## src/rtl/core/tdlm_pkg.sv

```systemverilog
// Shared constants, codes and types for the table-driven longest-match DFA.
package tdlm_pkg;

	// Parameter defaults
	localparam int STATE_COUNT_DEF = 128;
	localparam int SYMBOL_BITS_DEF = 7;
	localparam int LENGTH_BITS_DEF = 16;

	// Fixed field widths
	localparam int FIELD_W    = 7;
	localparam int FUNC_W     = 2;
	localparam int OUT_LEN_W  = 16;
	localparam int IN_DATA_W  = 24;
	localparam int OUT_DATA_W = 24;
	localparam int CFG_ADDR_W = 3;
	localparam int CFG_DATA_W = 32;

	// Request function codes
	localparam logic [FUNC_W-1:0] FUNC_SCAN   = 2'd0;
	localparam logic [FUNC_W-1:0] FUNC_WRITE  = 2'd1;
	localparam logic [FUNC_W-1:0] FUNC_REMOVE = 2'd2;

	// Match mode register values
	localparam logic MODE_GREEDY = 1'b0;
	localparam logic MODE_WHOLE  = 1'b1;

	// Register index (word address)
	localparam logic [CFG_ADDR_W-3:0] REG_MATCH_MODE = 1'b0;

	// Table port control
	typedef struct packed {
		logic wr;
		logic rd;
	} tbl_ctl_t;

endpackage

```

## src/rtl/core/tdlm_scan.sv

```systemverilog
// Request decode, table access, scan step stage and result register.
module tdlm_scan #(
	parameter int STATE_COUNT = tdlm_pkg::STATE_COUNT_DEF,
	parameter int SYMBOL_BITS = tdlm_pkg::SYMBOL_BITS_DEF,
	parameter int LENGTH_BITS = tdlm_pkg::LENGTH_BITS_DEF,
	parameter int ROW_W       = $clog2(STATE_COUNT),
	parameter int CELL_W      = ROW_W + 2
) (
	input  logic                                 clk,
	input  logic                                 arst_n,
	input  logic                                 match_mode,
	input  logic                                 s_tvalid,
	output logic                                 s_tready,
	input  logic [tdlm_pkg::IN_DATA_W-1:0]       s_tdata,
	input  logic [tdlm_pkg::FUNC_W-1:0]          s_tuser,
	input  logic                                 s_tlast,
	output logic                                 m_tvalid,
	input  logic                                 m_tready,
	output logic [tdlm_pkg::OUT_DATA_W-1:0]      m_tdata,
	output tdlm_pkg::tbl_ctl_t                   tbl_ctl,
	output logic [ROW_W+SYMBOL_BITS-1:0]         tbl_addr,
	output logic [CELL_W-1:0]                    tbl_wdata,
	input  logic [CELL_W-1:0]                    tbl_rdata,
	input  logic                                 busy
);

	localparam int FW      = tdlm_pkg::FIELD_W;
	localparam int SYM_USE = (SYMBOL_BITS < FW) ? SYMBOL_BITS : FW;
	localparam int LW      = (LENGTH_BITS > tdlm_pkg::OUT_LEN_W) ? LENGTH_BITS
	                                                              : tdlm_pkg::OUT_LEN_W;
	localparam logic [FW:0]    SC_F = (FW+1)'(STATE_COUNT);
	localparam logic [ROW_W:0] SC_R = (ROW_W+1)'(STATE_COUNT);

	// request fields
	logic [tdlm_pkg::FUNC_W-1:0] in_func;
	logic [FW-1:0]               in_symbol;
	logic [FW-1:0]               in_table_state;
	logic [FW-1:0]               in_next_state;
	logic                        in_accepting;
	logic [SYMBOL_BITS-1:0]      sym;
	logic                        ts_ok;
	logic                        ns_ok;
	logic                        s_acc;

	// stage 1
	logic                        valid_s1;
	logic                        scan_s1;
	logic                        last_s1;
	logic                        s1_go;

	// scan state
	logic [ROW_W-1:0]            state_q;
	logic [LENGTH_BITS-1:0]      cnt_q;
	logic [LENGTH_BITS-1:0]      best_q;
	logic                        have_q;
	logic                        drain_q;

	logic [ROW_W-1:0]            state_nx;
	logic [LENGTH_BITS-1:0]      cnt_nx;
	logic [LENGTH_BITS-1:0]      best_nx;
	logic                        have_nx;
	logic                        drain_nx;
	logic                        res_valid;
	logic                        res_found;
	logic [LENGTH_BITS-1:0]      res_len;
	logic [LENGTH_BITS-1:0]      cnt_inc;
	logic                        cell_v;
	logic [ROW_W-1:0]            cell_st;
	logic                        cell_acc;
	logic                        g_acc;
	logic [LW-1:0]               len_ext;
	logic [tdlm_pkg::OUT_LEN_W-1:0] len_sat;

	// result register
	logic                        out_valid_q;
	logic                        out_found_q;
	logic [tdlm_pkg::OUT_LEN_W-1:0] out_len_q;
	logic                        out_free;

	assign in_func        = s_tuser;
	assign in_symbol      = s_tdata[FW-1:0];
	assign in_table_state = s_tdata[2*FW-1:FW];
	assign in_next_state  = s_tdata[3*FW-1:2*FW];
	assign in_accepting   = s_tdata[3*FW];

	assign sym   = SYMBOL_BITS'(in_symbol[SYM_USE-1:0]);
	assign ts_ok = ({1'b0, in_table_state} < SC_F);
	assign ns_ok = ({1'b0, in_next_state} < SC_F);

	assign out_free = !out_valid_q || m_tready;
	assign s1_go    = valid_s1 && (!res_valid || out_free);
	assign s_tready = !busy && (!valid_s1 || s1_go);
	assign s_acc    = s_tvalid && s_tready;

	// table port: scans read at the row the current step leaves behind
	always_comb begin
		tbl_ctl.rd = s_acc && (in_func == tdlm_pkg::FUNC_SCAN);
		tbl_ctl.wr = s_acc && (((in_func == tdlm_pkg::FUNC_WRITE) && ts_ok && ns_ok) ||
		                       ((in_func == tdlm_pkg::FUNC_REMOVE) && ts_ok));
		tbl_wdata  = (in_func == tdlm_pkg::FUNC_WRITE)
		           ? {1'b1, in_next_state[ROW_W-1:0], in_accepting} : '0;
		if (in_func == tdlm_pkg::FUNC_SCAN) begin
			tbl_addr = {state_nx, sym};
		end else begin
			tbl_addr = {in_table_state[ROW_W-1:0], sym};
		end
	end

	assign cell_v   = tbl_rdata[CELL_W-1];
	assign cell_st  = tbl_rdata[ROW_W:1];
	assign cell_acc = tbl_rdata[0];
	assign cnt_inc  = (cnt_q == '1) ? cnt_q : cnt_q + 1'b1;
	assign g_acc    = cell_v && cell_acc;

	always_comb begin
		state_nx  = state_q;
		cnt_nx    = cnt_q;
		best_nx   = best_q;
		have_nx   = have_q;
		drain_nx  = drain_q;
		res_valid = 1'b0;
		res_found = 1'b0;
		res_len   = '0;
		if (valid_s1 && scan_s1) begin
			if (drain_q) begin
				if (last_s1) begin
					drain_nx = 1'b0;
					state_nx = '0;
					cnt_nx   = '0;
					best_nx  = '0;
					have_nx  = 1'b0;
				end
			end else begin
				// any result resets the scan; drain the rest of the string
				// when it came before the last symbol
				state_nx = '0;
				cnt_nx   = '0;
				best_nx  = '0;
				have_nx  = 1'b0;
				drain_nx = 1'b0;
				if (match_mode == tdlm_pkg::MODE_GREEDY) begin
					if ((state_q == '0) && have_q) begin
						res_valid = 1'b1;
						res_found = 1'b1;
						res_len   = best_q;
						drain_nx  = !last_s1;
					end else if (last_s1) begin
						res_valid = 1'b1;
						res_found = have_q || g_acc;
						res_len   = g_acc ? cnt_inc : (have_q ? best_q : '0);
					end else begin
						state_nx = cell_v ? cell_st : '0;
						cnt_nx   = cnt_inc;
						best_nx  = g_acc ? cnt_inc : best_q;
						have_nx  = have_q || g_acc;
					end
				end else begin
					if (!cell_v) begin
						res_valid = 1'b1;
						drain_nx  = !last_s1;
					end else if (last_s1) begin
						res_valid = 1'b1;
						res_found = cell_acc;
						res_len   = cell_acc ? cnt_inc : '0;
					end else begin
						// greedy match record carries through for a later mode change
						state_nx = cell_st;
						cnt_nx   = cnt_inc;
						best_nx  = best_q;
						have_nx  = have_q;
					end
				end
			end
		end
	end

	assign len_ext = LW'(res_len);
	assign len_sat = (len_ext > LW'({tdlm_pkg::OUT_LEN_W{1'b1}}))
	               ? {tdlm_pkg::OUT_LEN_W{1'b1}} : len_ext[tdlm_pkg::OUT_LEN_W-1:0];

	always_ff @(posedge clk or negedge arst_n) begin
		if (!arst_n) begin
			valid_s1    <= 1'b0;
			state_q     <= '0;
			cnt_q       <= '0;
			best_q      <= '0;
			have_q      <= 1'b0;
			drain_q     <= 1'b0;
			out_valid_q <= 1'b0;
		end else begin
			if (s_acc) begin
				valid_s1 <= 1'b1;
			end else if (s1_go) begin
				valid_s1 <= 1'b0;
			end
			if (s1_go) begin
				state_q <= state_nx;
				cnt_q   <= cnt_nx;
				best_q  <= best_nx;
				have_q  <= have_nx;
				drain_q <= drain_nx;
			end
			if (s1_go && res_valid) begin
				out_valid_q <= 1'b1;
			end else if (m_tready) begin
				out_valid_q <= 1'b0;
			end
		end
	end

	always_ff @(posedge clk) begin
		if (s_acc) begin
			scan_s1 <= (in_func == tdlm_pkg::FUNC_SCAN);
			last_s1 <= s_tlast;
		end
		if (s1_go && res_valid) begin
			out_found_q <= res_found;
			out_len_q   <= len_sat;
		end
	end

	assign m_tvalid = out_valid_q;
	assign m_tdata  = {{(tdlm_pkg::OUT_DATA_W-tdlm_pkg::OUT_LEN_W-1){1'b0}},
	                   out_len_q, out_found_q};

	a_busy_blocks: assert property (@(posedge clk) disable iff (!arst_n)
		busy |-> !s_tready) else $error("request taken during table clear");

	a_state_range: assert property (@(posedge clk) disable iff (!arst_n)
		{1'b0, state_q} < SC_R) else $error("scan state out of range");

	a_stall_hold: assert property (@(posedge clk) disable iff (!arst_n)
		valid_s1 && res_valid && out_valid_q && !m_tready |=> valid_s1)
		else $error("pending result dropped under stall");

	a_drain_silent: assert property (@(posedge clk) disable iff (!arst_n)
		valid_s1 && scan_s1 && drain_q |-> !res_valid)
		else $error("result while draining");

	a_result_clears: assert property (@(posedge clk) disable iff (!arst_n)
		s1_go && res_valid |=> (cnt_q == '0) && !have_q)
		else $error("scan state not cleared after result");

endmodule
```

## config.mk

```make
export PLATFORM = sky130hd
export DESIGN_NAME = tdlm_scan
export DESIGN_NICKNAME = d
export VERILOG_FILES = /design/src/rtl/core/tdlm_pkg.sv /design/src/rtl/core/tdlm_scan.sv
export SDC_FILE = /design/constraint.sdc
export NUM_CORES = 1
export LEC_CHECK = 0
export ABC_CLOCK_PERIOD_IN_PS = 5400
export BUFFER_PORTS_ARGS = -buffer_cell sky130_fd_sc_hd__buf_2
export CORE_MARGIN = 10
export CORE_UTILIZATION = 30
export CTS_BUF_LIST = sky130_fd_sc_hd__clkbuf_8
export CTS_CLUSTER_DIAMETER = 40
export DETAILED_ROUTE_END_ITERATION = 6
export PLACE_DENSITY = 0.55
export SLEW_MARGIN = 0
export SYNTH_ARGS = -nofsm -noshare
export SYNTH_HDL_FRONTEND = slang
export SYNTH_SLANG_ARGS = --single-unit
export TNS_END_PERCENT = 100
```

## constraint.sdc

```tcl
create_clock -name clk -period 5.4 [get_ports clk]
set_clock_uncertainty 0.05 [all_clocks]
set_input_delay 0.27 -clock clk [delete_from_list [all_inputs] [get_ports clk]]
set_output_delay 0.27 -clock clk [all_outputs]
set_load 0.01 [all_outputs]
```

==> flow_summary.json, run 1 <==
{
  "design_area_sq_um": 4170,
  "drcViolationCount": 0,
  "grt_usage": 0.119,
  "grtUsageMet2": 0.189,
  "drv_cap": 0,
  "worstMarginPinSlew_ps": 1170,
  "startpoint_type": "flip-flop",
  "core_region_area_sq_um": 12000,
  "setup_ws_ps": 2040,
  "max_freq_ghz": 0.298,
  "cp_num_buf_inv": 0,
  "critPathKind": "reg2reg",
  "cts_buffers": 9,
  "num_rows": 40,
  "clock_sinks": 62,
  "slowest_delay_ps": 700,
  "p_leak_nw": 1.79,
  "synth_top_cells_by_count": "dfrtp_1, nand2_1, nor2_1",
  "top_usage_layer": "met2",
  "drtIter0Drc": 257,
  "clk_pin_slew_ps": 70,
  "die_x_um": 130,
  "rsz0062_at_grt": "no",
  "ios": 93,
  "cts_resized": 0,
  "antenna_cells": 0,
  "htree_levels": 3,
  "synth_flop_cell": "dfrtp_1",
  "power_mw": 0.991,
  "start_util": 0.306,
  "final_antenna_net_count": 0,
  "synth_edf_count": 19,
  "drive_above_1_share": 0.248,
  "gr-usage-met1": 0.156,
  "wire_per_inst_um": 17.6,
  "whs_ps": 48.0,
  "place_area_sq_um": 4000,
  "detailed_place_hpwl_mm": 7.14,
  "synth_cell_types": 66,
  "use_met3": 0.0238,
  "syn_inst": 369,
  "io_buffers": 69,
  "ys_async_sr_fraction": 0.694,
  "viasPerCell": 5.42,
  "synth_top_area_cell": "dfrtp_1",
  "cp.required_ps": 5630,
  "finalCritPeriodShare": 0.622,
  "seq_area_frac_synth": 0.450,
  "fin_cells": 570,
  "yosysWarningCount": 0,
  "syn_to_final_growth_pct": 13.9,
  "ir_drop_v": 0.0000995,
  "p_per_area_nw_per_um2": 238,
  "multiInputGateArea_sq_um": 1800,
  "layout.nets": 463,
  "clk_latency_ps": 340,
  "die_height_um": 130,
  "grt_pass1_wl_mm": 16.1,
  "place_inst": 554,
  "fin_util": 0.348,
  "syn_area_sq_um": 3660,
  "max_slew_margin": 0.216,
  "hold_path_class": "in2async",
  "crit_family": "simple AND/OR/NAND/NOR gates",
  "cts_hold_buffers": 0,
  "grt_overflow": 0,
  "tns_ps": 0,
  "regArea_sq_um": 1650,
  "cts_tree": "built",
  "ys_ff_latch": 62,
  "cp_slowest_cell": "nand3b_1",
  "synth_top_area_share": 0.294,
  "gp_congestion": 0.830,
  "cts_setup_buffers": 0,
  "min_period_ps": 3360,
  "yosysMostFrequentCell": "dfrtp_1",
  "finalHoldViolCount": 0,
  "drt_wl_total_mm": 10.0,
  "dieArea_sq_um": 17000,
  "first_pass_iters": 4,
  "worstPathArrival_ps": 3590,
  "grt_max_degree": 44,
  "cts_buffer_depth": 2,
  "antenna_found_initial": 0,
  "status": "complete, no violations",
  "setup_viol": 0,
  "cp-end-kind": "flip-flop",
  "synth.area.top_cells": "dfrtp_1, edfxtp_1, a22o_1",
  "path_max_fanout": 25,
  "nFillCells": 1224,
  "num_vias": 3089,
  "drv_slew": 0,
  "path_cells": "nand3b_1, or2_2, o21bai_4, nand2b_1, a22o_1",
  "syn_area_per_cell_sq_um": 9.92,
  "grt_pass1_vias": 3028,
  "root_buffer": "clkbuf_8",
  "pre_cts_ws_ps": 2000
}
## registers in the layout, summed over array words and instances (netlist names)
name         flops
state_q          7
best_q          16
m_tvalid         1
valid_s1         1
out_len_q       16
last_s1          1
have_q           1
drain_q          1
out_found_q      1
cnt_q           16
scan_s1          1
## per-layer routing
metal / part of all wire / wire, um / up-vias
met1: 0.46 / 4640 / 1513
met4: 0.015 / 148 / 0
met3: 0.046 / 467 / 11
met2: 0.48 / 4790 / 83
li1: - / - / 1482
met5: 0 / 0 / -
## path summary, 6_finish.rpt
check	from	to	slack (ps)	depth (start not counted)
max	drain_q	best_q[8]	2040	5
min	arst_n	cnt_q[8]	50	1
max reg2reg	drain_q	best_q[8]	2040	5
min reg2reg	best_q[1]	best_q[1]	440	1
max in group asynchronous	arst_n	best_q[1]	4620	1
min in group clk	s_tlast	last_s1	50	1
## kinds of logic after synthesis
logic type,Yosys count,synth area share
adder cells (fa/ha/maj),3,0.0103
flip-flops,62,0.450
AO/OA/AOI/OAI,122,0.243
other,1,0.00102
AND/OR/NAND/NOR,132,0.213
buffers and inverters,43,0.0680
multiplexers,1,0.00274
XOR/XNOR,5,0.0120
## layout make-up
type                       instances  share of cell area
sequential                        62               0.395
clock buffer                      10              0.0330
clock inverter                     6             0.00721
tap                              147              0.0441
timing repair buffer              70              0.0847
multi-input combinational        270               0.431
inverter                           5             0.00450
## placed cells by master, fill, tap and decap left out, types with 5 or more instances in the layout
cell type,instances
buf_2,69
dfrtp_1,43
nand2_1,32
nor2_1,24
a21oi_1,22
a22o_1,21
edfxtp_1,19
o21ai_0,18
nand3_1,14
a22oi_1,13
and2_1,12
clkbuf_8,10
a31oi_1,8
o2bb2ai_1,8
inv_1,7
conb_1,7
and4_1,5
a21o_1,5
nor3_1,5
## power by group
part           leakage (nW)  internal, mW  switching [mW]
combinational         0.904        0.0439          0.0697
sequential            0.789         0.495          0.0182
clock                0.0944         0.173           0.191
total                  1.79         0.712           0.279
(Power assumes the default switching activity.)
==> run 2, diff against run 1 <==
- ABC_CLOCK_PERIOD_IN_PS: 5400 -> 3200
- clock period: 5.4 -> 3.2 ns (I/O delays scaled with it)
==> flow_summary.json, run 2 (synthesis gave the netlist of run 1 again) <==
{
  "min_period_ps": 2770,
  "final_common_cell": "buf_2",
  "drv_slew": 0,
  "place_inst": 560,
  "core_region_area_sq_um": 12000,
  "viasPerCell": 5.29,
  "use_met3": 0.0258,
  "root_buffer": "clkbuf_8",
  "critPathKind": "reg2out",
  "detailed_place_hpwl_mm": 7.18,
  "path_max_fanout": 14,
  "dieArea_sq_um": 17000,
  "drt_wl_total_mm": 10.0,
  "drcViolationCount": 0,
  "worstPathArrival_ps": 2560,
  "die_height_um": 130,
  "drv_cap": 0,
  "wire_per_inst_um": 17.2,
  "grt_overflow": 0,
  "htree_levels": 3,
  "top_regs": "best_q x16, cnt_q x16, out_len_q x16",
  "antenna_cells": 0,
  "gr-usage-met1": 0.154,
  "die_x_um": 130,
  "cp.required_ps": 2990,
  "p_leak_nw": 1.87,
  "p_per_area_nw_per_um2": 423,
  "ios": 93,
  "cts_hold_buffers": 6,
  "start_util": 0.306,
  "finalCritPeriodShare": 0.867,
  "num_vias": 3077,
  "grt_pass1_wl_mm": 15.9,
  "grt_pass1_vias": 2963,
  "nFillCells": 1192,
  "cts_resized": 0,
  "clock_sinks": 62,
  "setup_viol": 0,
  "cts_buffer_depth": 2,
  "io_buffers": 69,
  "grt_max_degree": 44,
  "hold_path_class": "in2reg",
  "cts_setup_buffers": 0,
  "finalHoldViolCount": 0,
  "clk_pin_slew_ps": 70,
  "antenna_found_initial": 0,
  "cp-end-kind": "primary output",
  "max_slew_margin": 0.321,
  "rsz0062_at_grt": "no",
  "layout.nets": 475,
  "status": "complete, no violations",
  "power_mw": 1.82,
  "syn_to_final_growth_pct": 17.6,
  "tns_ps": 0,
  "gp_congestion": 0.830,
  "first_pass_iters": 4,
  "cts_buffers": 9,
  "drtIter0Drc": 219,
  "max_freq_ghz": 0.360,
  "grtUsageMet2": 0.182,
  "worstMarginPinSlew_ps": 1020,
  "drive_above_1_share": 0.251,
  "startpoint_type": "flip-flop",
  "fin_cells": 582,
  "top_usage_layer": "met2",
  "num_rows": 40,
  "ir_drop_v": 0.000144,
  "cts_tree": "built",
  "design_area_sq_um": 4300,
  "whs_ps": 8.02,
  "place_area_sq_um": 4040,
  "final_antenna_net_count": 0,
  "layout_common_cells": "buf_2, dfrtp_1, nand2_1",
  "clk_latency_ps": 350,
  "grt_usage": 0.117
}
-- run 2: metal layers --
layer,routed length (um),vias to the layer above
met4,153,0
met3,436,14
li1,-,1500
met1,4580,1503
met5,0,-
met2,4840,60
-- run 2: power breakdown --
part	leakage, nW	switching [mW]	internal (mW)
clock	0.113	0.326	0.428
combinational	0.961	0.118	0.0818
sequential	0.792	0.0305	0.836
-- run 2: final timing paths --
kind	startpoint	endpoint	slack (ps)	cells after the start
min in group asynchronous	arst_n	cnt_q[10]	480	2
min reg2reg	best_q[1]	best_q[1]	440	1
max reg2reg	cnt_q[0]	out_len_q[14]	680	6
max in group asynchronous	arst_n	cnt_q[14]	2000	2
min	tbl_rdata[6]	state_q[5]	8	2
max	state_q[4]	tbl_addr[13]	430	6
-- run 2: metrics by stage --
step	setup WS, ps	utilization
6_report	426	0.360
5_1_grt	294	0.360
3_3_place_gp	769	0.338
3_5_place_dp	735	0.338
2_1_floorplan	406	-
4_1_cts	409	0.360
-- run 2: area by class of cell --
type                    instances  area [sq um]  share of cell area
clock inverters                 7          81.3              0.0189
inverters                       5          18.8             0.00436
clock buffers                   9           124              0.0288
multi-input cells             270          1790               0.416
well taps                     147           184              0.0427
repair buffers                 82           458               0.106
flip-flops and latches         62          1650               0.383
-- run 2: worst max-delay path, cell delays in order (launching register included) --
cell and delay (ps):
dfrtp_1 450, or4b_4 600, nor3_4 510, nor2_4 170, a22oi_1 230, a21oi_1 90, buf_2 160
